[src/rtl/core/vne_pkg.sv]
// Shared types, constants and the neighbor offset table for the volume
// neighborhood extractor. No dependencies.
package vne_pkg;

  localparam int MAX_DIM     = 32;
  localparam int COORD_W     = $clog2(MAX_DIM);
  localparam int EXT_W       = COORD_W + 1;
  localparam int ADDR_W      = 3 * COORD_W;
  localparam int STORE_DEPTH = MAX_DIM * MAX_DIM * MAX_DIM;
  localparam int VAL_W       = 64;
  localparam int NBR_COUNT   = 26;
  localparam int IDX_W       = 5;
  localparam int CFG_IDX_W   = 2;

  typedef enum logic [0:0] {
    OP_WRITE = 1'b0,
    OP_QUERY = 1'b1
  } op_t;

  typedef enum logic [1:0] {
    CMD_WRITE   = 2'd0,
    CMD_QUERY   = 2'd1,
    CMD_OUTSIDE = 2'd2
  } cmd_kind_t;

  typedef enum logic [CFG_IDX_W-1:0] {
    CFG_EXTENT_X = 2'd0,
    CFG_EXTENT_Y = 2'd1,
    CFG_EXTENT_Z = 2'd2
  } cfg_reg_t;

  // Saturated extents, each at most MAX_DIM.
  typedef struct packed {
    logic [EXT_W-1:0] x;
    logic [EXT_W-1:0] y;
    logic [EXT_W-1:0] z;
  } extents_t;

  typedef struct packed {
    cmd_kind_t          kind;
    logic [COORD_W-1:0] x;
    logic [COORD_W-1:0] y;
    logic [COORD_W-1:0] z;
    logic [VAL_W-1:0]   value;
  } cmd_t;

  typedef struct packed {
    logic [VAL_W-1:0] value;
    logic [IDX_W-1:0] index;
    logic             last;
    logic             oor;
  } result_t;

  // Offsets are stored biased by one: 0, 1, 2 stand for -1, 0, +1.
  typedef struct packed {
    logic [1:0] dx;
    logic [1:0] dy;
    logic [1:0] dz;
  } offset_t;

  typedef offset_t [NBR_COUNT-1:0] offset_table_t;

  // Walks the 3x3x3 cube with x fastest and drops the center.
  function automatic offset_table_t build_offsets();
    offset_table_t tbl;
    int            n;
    tbl = '0;
    n   = 0;
    for (int z = 0; z < 3; z++) begin
      for (int y = 0; y < 3; y++) begin
        for (int x = 0; x < 3; x++) begin
          if (!(x == 1 && y == 1 && z == 1)) begin
            tbl[n].dx = 2'(x);
            tbl[n].dy = 2'(y);
            tbl[n].dz = 2'(z);
            n++;
          end
        end
      end
    end
    return tbl;
  endfunction

  localparam offset_table_t NBR_OFFSETS = build_offsets();

endpackage

[src/rtl/core/vne_front.sv]
// Front end: accepts input transactions and classifies them into commands.
// Depends on vne_pkg.
module vne_front (
  input  logic                        in_valid,
  output logic                        in_ready,
  input  logic                        in_operation,
  input  logic [vne_pkg::COORD_W-1:0] in_pos_x,
  input  logic [vne_pkg::COORD_W-1:0] in_pos_y,
  input  logic [vne_pkg::COORD_W-1:0] in_pos_z,
  input  logic [vne_pkg::VAL_W-1:0]   in_voxel_value,
  input  vne_pkg::extents_t           ext,
  input  logic                        q_full,
  output logic                        q_push,
  output vne_pkg::cmd_t               q_cmd
);
  import vne_pkg::*;

  logic outside;

  // A center at or beyond any extent gives a single flagged result.
  assign outside = ({1'b0, in_pos_x} >= ext.x) ||
                   ({1'b0, in_pos_y} >= ext.y) ||
                   ({1'b0, in_pos_z} >= ext.z);

  assign in_ready = !q_full;
  assign q_push   = in_valid && !q_full;

  always_comb begin
    q_cmd.x     = in_pos_x;
    q_cmd.y     = in_pos_y;
    q_cmd.z     = in_pos_z;
    q_cmd.value = in_voxel_value;
    if (op_t'(in_operation) == OP_WRITE) begin
      q_cmd.kind = CMD_WRITE;
    end else if (outside) begin
      q_cmd.kind = CMD_OUTSIDE;
    end else begin
      q_cmd.kind = CMD_QUERY;
    end
  end

endmodule

[config.mk]
export PLATFORM = sky130hd
export DESIGN_NAME = vne_front
export DESIGN_NICKNAME = d
export VERILOG_FILES = /design/src/rtl/core/vne_pkg.sv /design/src/rtl/core/vne_front.sv
export SDC_FILE = /design/constraint.sdc
export NUM_CORES = 1
export LEC_CHECK = 0
export ABC_CLOCK_PERIOD_IN_PS = 1300
export BUFFER_PORTS_ARGS = -buffer_cell sky130_fd_sc_hd__buf_2
export CORE_AREA = 2 2 71 73
export DETAILED_ROUTE_END_ITERATION = 8
export DIE_AREA = 0 0 73 75
export PLACE_DENSITY = 0.72
export SLEW_MARGIN = 0
export SYNTH_ARGS = -nofsm -noshare
export SYNTH_HDL_FRONTEND = slang
export SYNTH_SLANG_ARGS = --single-unit
export TNS_END_PERCENT = 1
[constraint.sdc]
create_clock -name vclk -period 1.3
set_input_delay 0.065 -clock vclk [all_inputs]
set_output_delay 0.065 -clock vclk [all_outputs]
set_load 0.02 [all_outputs]
Word level (Yosys, flattened, before mapping)
Cells that the tools add are included.
W data, S select, Z words.
- register bits after elaboration: 0
- latch bits: 0
- memory bits (writable): 0
- ROM bits: 0
- bits of input ports: 100
- output and inout bits: 83
- memories: 0
- $add $sub $neg: 0
- multipliers: 0
- divide/modulo/power cells: 0
- order comparisons: 3
- eq/ne operators: 0
- shift operators: 0
- muxes and demuxes: 2
- bitwise logic cells: 0
- reduce and logical (&&, ||, !) cells: 4
- operator list (operator ; number):
    $ge A5 B6 Y1 ; 3
    $mux W2 ; 2
    $logic_or A1 B1 Y1 ; 2
    $logic_and A1 B1 Y1 ; 1
    $logic_not A1 Y1 ; 1

Logic depth before layout (Yosys ltp)
- depth in word-level cells: 5
- mapped depth: 6
- mapped depth without buffers: 6

Worst setup path after synthesis
No wires, ideal clock.
- path kind: input to output
- start point: input port ext[3] in the netlist's numbering
- end point: output port q_cmd[79] in the netlist's numbering
- data arrival time: 1.622 ns
- required time: 1.235 ns
- slack: -0.387 ns
- cell stages on the path: 6
- path buffers: 0
- path through: inv_1 > ha_1 > a21oi_2 > o22ai_1 > or4_4 > nor4b_2
- RTL lines (element ; line ; text):
    start: declaration ; vne_front.sv:11 ; input vne_pkg::extents_t ext,
    end: declaration ; vne_front.sv:14 ; output vne_pkg::cmd_t q_cmd

==> qor.txt <==
Final worst setup slack: -330 ps
Vias in the first global route: 623
DRC: 0
Largest net degree at the start of global routing: 4
Final hold slack: 130 ps
Comb pwr share: 100.0%
WL/cell: 11.0 µm
Setup CP Type: input pin to primary output
Switching power: 154 µW
Unique cell type count in the Yosys netlist: 18
Sequential power share: 0%
Setup crit end kind: primary output
Maximum clock rate: 613 MHz
Pwr Density: 349 mW/mm²
Max VDD drop: 59.2 µV
DRT Pass-1 Iters: 2
Minimum clock period: 1630 ps
Crit start category: input pin
Clock share of power: 0%
Pint: 155 µW
Worst Max-Slew Pin Slew: 520 ps
Die Span Y: 75 µm
Synth Instances: 136
Fin util: 19.0%
Run status: complete, but fails checks
Buffers on Ports: 55
Switching portion of total power: 49.8%
Row count: 25
RSZ-0062 raised after global routing: yes
Die W: 73 µm
Syn Std Cell Area: 0.00102 mm²
Fin area: 885 µm²
Initial antenna violation count: 0
Max-Cap Viols: 0
Gr ovfl total: 0
DRT iter0 DRCs: 5
Routed Antenna Nets: 0
Critical Path AT: 1570 ps
Total track usage: 6.04%
Vias: 654
Clock Buffer Count: 0
Diode count: 0
Sequential area share after synthesis: 0%
Place WS: -474 ps
Yosys warns: 0
Initial Utilization: 21.8%
Io pins: 183
Final Hold Fails: 0
Layout cell share with drive strength beyond 1: 61.1%
Crit share post-route: 125%
Core ar.: 0.00466 mm²
Area Growth Syn to Fin: -12.9%
GP Congestion: 0.626
Drt via density: 3.92
Max Slew Vio Count: 0
Die area: 0.00548 mm²
Failing checks: setup timing
Max_slew headroom: 65.2%
Final setup viols: 2
Leakage Power: 0.000494 µW
DP HPWL: 1710 µm
Commonest non-fill, non-tap cell in the layout: buf_2
Seq cells: 0
Placed inst area: 835 µm²
Crit-path max FO: 2
Most frequent cells in the layout: buf_2, inv_1, ha_1
Register area: 0 µm²
Worst Hold Class: input pin to primary output
First-pass GRT wire length: 2610 µm
Synthesized area per cell: 7.47 µm²
Post-layout net count: 230
Worst EP required: 1240 ps
Setup TNS Final: -642 ps
Final WL: 1850 µm
Net Count, Synth: 251
cells in the mapped netlist:
library cell	count	area, µm²
or2b_2	1	8.76
nor3_1	1	5.00
nand4b_1	1	8.76
nor4b_2	1	15.0
a21oi_2	1	8.76
a21oi_1	5	25.0
inv_1	18	67.6
o22ai_1	2	12.5
nand2_1	2	7.51
o31a_1	1	8.76
nand2b_1	3	18.8
o32ai_1	1	8.76
nor3b_1	1	7.51
ha_1	15	188
nand2b_2	1	8.76
nor2b_1	2	12.5
buf_4	79	593
or4_4	1	11.3
power groups by stage:
stage                     clock (µW)  combinational, µW  sequential, µW
after detailed placement           0                286               0
after floorplan                    0                480               0
after global placement             0                281               0
after global routing               0                345               0
after CTS                          0                318               0
final                              0                309               0
routing by layer:
layer / share of wire (%) / GRT usage [%] / up-vias / routed length [µm]
met1: 32 / 5.36 / 261 / 585
met4: 9.7 / 5.97 / 0 / 179
li1: - / - / 305 / -
met2: 46 / 11.0 / 62 / 848
met3: 13 / 1.47 / 26 / 232
met5: 0 / 0 / - / 0
metrics by stage:
stage	power (µW)	cells
finish	309	167
detailed placement	286	167
CTS	318	167
floorplan	480	136
global route	345	167
global placement	281	167
worst paths after layout:
| path | to | depth (start not counted) | from | slack, ps |
|---|---|---|---|---|
| max | q_cmd[80] | 8 | ext[10] | -330 |
| min | q_cmd[22] | 0 | in_voxel_value[22] | 130 |
critical path, cell delays in order:
cell and delay [ps]:
buf_8 110, inv_12 40, ha_4 170, or2b_4 200, o22ai_2 70, or4_4 500
o31a_1 270, buf_6 140
final cells by class:
type | count | area, µm²
fillers | 523 | 3780
inverters | 18 | 80.1
multi-input cells | 39 | 429
well taps | 54 | 67.6
repair buffers | 56 | 308
timing repair:
action | 4_1_cts | 5_1_grt
resized for setup | 12 | 1
endpoints found under the hold margin | 0 | 0
pin swaps | 6 | 1
cloned | 0 | 0
buffers inserted | 0 | 0
setup endpoints to repair | 2 | 2
hold buffers | 0 | 0
kinds of logic after synthesis:
family / count (synthesis) / synth area share (%)
AND/OR/NAND/NOR: 14 / 10.2
buffers and inverters: 97 / 65.0
adder cells (fa/ha/maj): 15 / 18.5
AO/OA/AOI/OAI: 10 / 6.28
(Power assumes the default switching activity.)
