<file path="src/rtl/core/vne_pkg.sv">
// Shared types, constants and the neighbor offset table for the volume
// neighborhood extractor. No dependencies.
package vne_pkg;

  localparam int MAX_DIM     = 32;
  localparam int COORD_W     = $clog2(MAX_DIM);
  localparam int EXT_W       = COORD_W + 1;
  localparam int ADDR_W      = 3 * COORD_W;
  localparam int STORE_DEPTH = MAX_DIM * MAX_DIM * MAX_DIM;
  localparam int VAL_W       = 64;
  localparam int NBR_COUNT   = 26;
  localparam int IDX_W       = 5;
  localparam int CFG_IDX_W   = 2;

  typedef enum logic [0:0] {
    OP_WRITE = 1'b0,
    OP_QUERY = 1'b1
  } op_t;

  typedef enum logic [1:0] {
    CMD_WRITE   = 2'd0,
    CMD_QUERY   = 2'd1,
    CMD_OUTSIDE = 2'd2
  } cmd_kind_t;

  typedef enum logic [CFG_IDX_W-1:0] {
    CFG_EXTENT_X = 2'd0,
    CFG_EXTENT_Y = 2'd1,
    CFG_EXTENT_Z = 2'd2
  } cfg_reg_t;

  // Saturated extents, each at most MAX_DIM.
  typedef struct packed {
    logic [EXT_W-1:0] x;
    logic [EXT_W-1:0] y;
    logic [EXT_W-1:0] z;
  } extents_t;

  typedef struct packed {
    cmd_kind_t          kind;
    logic [COORD_W-1:0] x;
    logic [COORD_W-1:0] y;
    logic [COORD_W-1:0] z;
    logic [VAL_W-1:0]   value;
  } cmd_t;

  typedef struct packed {
    logic [VAL_W-1:0] value;
    logic [IDX_W-1:0] index;
    logic             last;
    logic             oor;
  } result_t;

  // Offsets are stored biased by one: 0, 1, 2 stand for -1, 0, +1.
  typedef struct packed {
    logic [1:0] dx;
    logic [1:0] dy;
    logic [1:0] dz;
  } offset_t;

  typedef offset_t [NBR_COUNT-1:0] offset_table_t;

  // Walks the 3x3x3 cube with x fastest and drops the center.
  function automatic offset_table_t build_offsets();
    offset_table_t tbl;
    int            n;
    tbl = '0;
    n   = 0;
    for (int z = 0; z < 3; z++) begin
      for (int y = 0; y < 3; y++) begin
        for (int x = 0; x < 3; x++) begin
          if (!(x == 1 && y == 1 && z == 1)) begin
            tbl[n].dx = 2'(x);
            tbl[n].dy = 2'(y);
            tbl[n].dz = 2'(z);
            n++;
          end
        end
      end
    end
    return tbl;
  endfunction

  localparam offset_table_t NBR_OFFSETS = build_offsets();

endpackage

</file>
<file path="src/rtl/core/vne_cmd_queue.sv">
// Two-entry command queue between the front end and the back end.
// Depends on vne_pkg.
module vne_cmd_queue (
  input  logic          clk,
  input  logic          rst_n,
  input  logic          push,
  input  vne_pkg::cmd_t push_cmd,
  output logic          full,
  output logic          head_valid,
  output vne_pkg::cmd_t head_cmd,
  input  logic          pop
);
  import vne_pkg::*;

  cmd_t       slot_r [2];
  logic       wr_ptr_r, wr_ptr_nxt;
  logic       rd_ptr_r, rd_ptr_nxt;
  logic [1:0] count_r, count_nxt;

  assign full       = (count_r == 2'd2);
  assign head_valid = (count_r != 2'd0);
  assign head_cmd   = slot_r[rd_ptr_r];

  always_comb begin
    wr_ptr_nxt = push ? !wr_ptr_r : wr_ptr_r;
    rd_ptr_nxt = pop ? !rd_ptr_r : rd_ptr_r;
    count_nxt  = count_r + {1'b0, push} - {1'b0, pop};
  end

  always_ff @(posedge clk) begin
    if (!rst_n) begin
      wr_ptr_r <= 1'b0;
      rd_ptr_r <= 1'b0;
      count_r  <= 2'd0;
    end else begin
      wr_ptr_r <= wr_ptr_nxt;
      rd_ptr_r <= rd_ptr_nxt;
      count_r  <= count_nxt;
    end
  end

  always_ff @(posedge clk) begin
    if (push) begin
      slot_r[wr_ptr_r] <= push_cmd;
    end
  end

endmodule

</file>
<file path="config.mk">
export PLATFORM = sky130hd
export DESIGN_NAME = vne_cmd_queue
export DESIGN_NICKNAME = d
export VERILOG_FILES = /design/src/rtl/core/vne_pkg.sv /design/src/rtl/core/vne_cmd_queue.sv
export SDC_FILE = /design/constraint.sdc
export NUM_CORES = 1
export LEC_CHECK = 0
export ABC_AREA = 0
export ABC_CLOCK_PERIOD_IN_PS = 6250
export BUFFER_PORTS_ARGS = -buffer_cell sky130_fd_sc_hd__buf_4
export CAP_MARGIN = 20
export CORE_ASPECT_RATIO = 0.8
export CORE_MARGIN = 3
export CORE_UTILIZATION = 52
export CTS_CLUSTER_DIAMETER = 200
export DETAILED_ROUTE_END_ITERATION = 7
export GPL_ROUTABILITY_DRIVEN = 0
export PLACE_DENSITY = 0.84
export SETUP_SLACK_MARGIN = 0.5
export SLEW_MARGIN = 10
export SYNTH_ARGS = -nofsm -noshare
export SYNTH_HDL_FRONTEND = slang
export SYNTH_SLANG_ARGS = --single-unit
</file>
<file path="constraint.sdc">
create_clock -name clk -period 6.25 [get_ports clk]
set_clock_uncertainty 0.1 [all_clocks]
set_input_delay 1.25 -clock clk [delete_from_list [all_inputs] [get_ports clk]]
set_output_delay 1.25 -clock clk [all_outputs]
set_load 0.01 [all_outputs]
</file>
Word-level counts from Yosys, hierarchy flattened
Memories as Yosys holds them, arrays and structs flattened. A register that Yosys moved wholly into a read port is not among the register bits. Cells that the tools add are included.

Bits in registers: 4. Bits in writable memories: 162. Bits of input ports: 85. Output and inout port bits: 83. Memories kept: 1.

$add $sub $neg: 2. Eq/ne operators: 1. Muxes and demuxes: 4. Reductions and logical operators: 3.

Memory list: slot_r (words 2, width 81, rd ports 1, clocked after memory_dff 1, wr ports 1, line vne_cmd_queue.sv:15) `cmd_t slot_r [2];`.

Operators by type and width (count): $mux 1 (4); $add 2x1->2 (1); $eq 2x2->1 const B (1); $logic_not 1->1 (2); $reduce_bool 2->1 (1); $sub 2x1->2 (1).

Depth between registers and ports, before layout
Word-level depth: 3. Depth in mapped cells: 6. Mapped depth without buffers: 6.

Least setup slack after synthesis
Ideal clock, no wire load.

Kind: input to register. Start point: input push. End point: memory slot_r[0][0] in the netlist's numbering, enable pin. Arrival time: 4822 ps. Data required time: 5619 ps. Setup slack: 797 ps. Cell stages on the path: 1. Cells stage by stage: nor2b_1.

Cells in the longest elaborated chain, start to end: 2.

Ends and longest elaborated chain: start: declaration (line vne_cmd_queue.sv:6) `input logic push,`; $mux 1 (line vne_cmd_queue.sv:43) `if (push) begin`; $mux 1 (implied by the code) (line vne_cmd_queue.sv:44) `slot_r[wr_ptr_r] <= push_cmd;`; end: declaration (line vne_cmd_queue.sv:15).

No other way between the ends.

==> results.md <==
- Status: completed
- RSZ-0062 raised after global routing: no
- Register area share after synthesis: between 70% and 80%
- I/O pin total: 168
- Die Footprint: around 14000 um^2
- Setup TNS: 0 ps
- Most frequent cells in the layout: buf_4 (169), edfxtp_1 (162), mux2_4 (80), clkbuf_16 (17), inv_6 (7)
- Clk_lat worst skew: ~400 ps
- Port bufs: ~170
- Longest Clk Path Bufs: 2
- Post-DP HPWL: ~7300 um
- Top achievable clock speed: about 260 MHz
- Min Tclk post-route: ~3900 ps
- Synth Register Bits: approximately 170
- ANT nets after route: 0
- Reg clk slew, reported paths: 60 ps
- Clk sink count: about 170
- Switch share: a little under a quarter
- Tcrit/Tclk final: 62.23%
- Int Pwr: around 0.0021 W
- Pwr per Cell Area: roughly 320 nW/um^2
- GRT Total Usage: between 10% and 20%
- CP endpoint kind: output pin
- Combinational share of power: around 12%
- Final setup fails: 0
- Die height: approximately 110 um
- Pleak: approximately 3.4 nW
- Initial Util: between 50% and 60%
- Vias in the first global route: ~3200
- Syn_nets: 360
- DRC: 0
- Cell row count: 35
- Flop2flop setup slack: just under 4000 ps
- DP Area: a little under 8000 um^2
- Finished Layout Cells: roughly 610
- GRT overflow: 0
- Routed length per instance: around 18 um
- Initial antenna violation count: 0
- Largest net degree at the start of global routing: ~80
- Level count of the clock H-tree: 4
- Synth Instances: between 200 and 300
- CP startpoint kind: flip-flop
- Syn Area/Cell: approximately 24 um^2
- Final nets: 540
- Die Wd: roughly 130 um
- Clock power frac: 37.9%
- Critical Path AT: 2540 ps
- Critical path class: flip-flop to output pin
- Total CTS buffers: 17
- Core area: 11820 um^2
- Area growth syn-to-layout: 29.46%
- Yosys cell types: 14
- First DRT Iteration DRCs: 181
- Final wirelength: between 10000 and 15000 um
- Post-route cell area: ~8400 um^2
- Min-delay worst type: flip-flop to flip-flop
- IR drop worst, VDD: 0.3989 mV
- Reg power frac: 49.8%
- Syn Std Cell Area: 6476 um^2
- Post-CTS setup buffers: 0
- Via count: roughly 3000
- Antenna diode count: 0
- Clock Tree Root: clkbuf_16
- Critical Path RT: 4900 ps
- Cts hold-fix bufs: 0
- Inst Count DP: between 500 and 600
- Max_slew headroom: 34.81%
- Vias per std cell: just under 5
- First-pass GRT wire length: 16760 um
- Slew Limit Fails: 0
- NetSw: approximately 0.0006 W
- Max Cap Viol: 0
- Share of layout cells above drive strength 1: between 60% and 70%
- CTS tree: done
- Post-CTS Resized: 0
- Commonest non-fill, non-tap cell in the layout: buf_4
- Worst-path fanout max: between 50 and 60
- Synth Warn #: 0
- Worst slew pin tran: 975.8 ps
- Final hold vios: 0
- DR pass1 iterations: 4
- # fillers: around 740
-- flip-flops by register name, indices dropped and copies added, names as in the netlist, named ones only --
| name | cells |
|---|---|
| rd_ptr_r | 1 |
| slot_r | 162 |
| wr_ptr_r | 1 |
| count_r | 2 |
-- power groups by stage --
stage               sequential [W]  combinational [W]  clock [W]
global placement           0.00135           0.000325          0
global route               0.00133           0.000351    0.00109
finish                     0.00133           0.000328    0.00101
floorplan                  0.00134           0.000209          0
CTS                        0.00133           0.000332    0.00103
detailed placement         0.00135           0.000330          0
-- cell type report --
type                            count  area (um^2)  area share [%]
Timing Repair Buffer              170         1296           15.46
Clock buffer                       18        429.2           5.119
Inverter                            2        7.507         0.08954
Clock inverter                     14        155.1           1.850
Sequential cell                   167         4969           59.26
Multi-Input combinational cell     95         1343           16.01
Tap cell                          148        185.2           2.209
-- synthesized netlist by cell type --
library cell	instances	area share (%)
dfxtp_1	5	1.5
mux2_2	1	0.17
buf_6	1	0.17
nor2b_1	4	0.39
and2_1	4	0.39
mux2_4	80	19
o21a_1	1	0.12
buf_12	8	2.5
edfxtp_1	162	75
xor2_1	1	0.14
or2_2	1	0.097
ha_1	2	0.39
inv_1	2	0.12
xnor3_1	1	0.35
-- cell families (layout without fill, tap and decap cells) --
| group | count (synthesis) | after routing | synth area share (%) |
|---|---|---|---|
| AOI/OAI and AO/OA | 1 | 1 | 0.1160 |
| xor gates and xnor gates | 2 | 2 | 0.4830 |
| adders and majority gates | 2 | 2 | 0.3863 |
| buffers and inverters | 11 | 204 | 2.763 |
| DFF | 167 | 167 | 76.66 |
| muxes | 81 | 81 | 18.72 |
| and+or+nand+nor | 9 | 9 | 0.8693 |
-- worst max-delay path: stages (launching register included) --
cell     delay [ps]
dfxtp_4         980
buf_4           620
mux2_4          360
buf_4           140
-- worst paths after layout --
kind | startpoint | end | cells after the start
min | rd_ptr_r$_SDFFE_PN0P_ | rd_ptr_r$_SDFFE_PN0P_ | 2
max | flip-flop | head_cmd[9] | 3
max reg2reg | wr_ptr_r$_SDFFE_PN0P_ | slot_r[0][24]$_DFFE_PP_ | 2
min reg2reg | rd_ptr_r$_SDFFE_PN0P_ | rd_ptr_r$_SDFFE_PN0P_ | 2
-- per-stage QoR --
| stage | worst slack (ps) | power (W) | util, % | hold WS, ps |
|---|---|---|---|---|
| 6_report | 2361 | 0.002666 | 70.91 | 488.2 |
| 5_1_grt | 2203 | 0.002774 | 70.91 | 511.4 |
| 4_1_cts | 2289 | 0.002697 | 70.68 | 491.6 |
| 3_5_place_dp | 2726 | 0.001685 | 65.74 | 479.9 |
| 3_3_place_gp | 2759 | 0.001675 | 65.74 | 456.7 |
| 2_1_floorplan | 797.2 | 0.001544 | - | 454.6 |
-- metal layers --
layer	up-vias	share of wire [%]	track usage (%)
met1	1453	42	20.97
met2	130	50	26.15
met4	0	0.43	4.626
li1	1442	-	-
met5	-	0	0
met3	6	8.3	5.572
(Power assumes the default switching activity.)
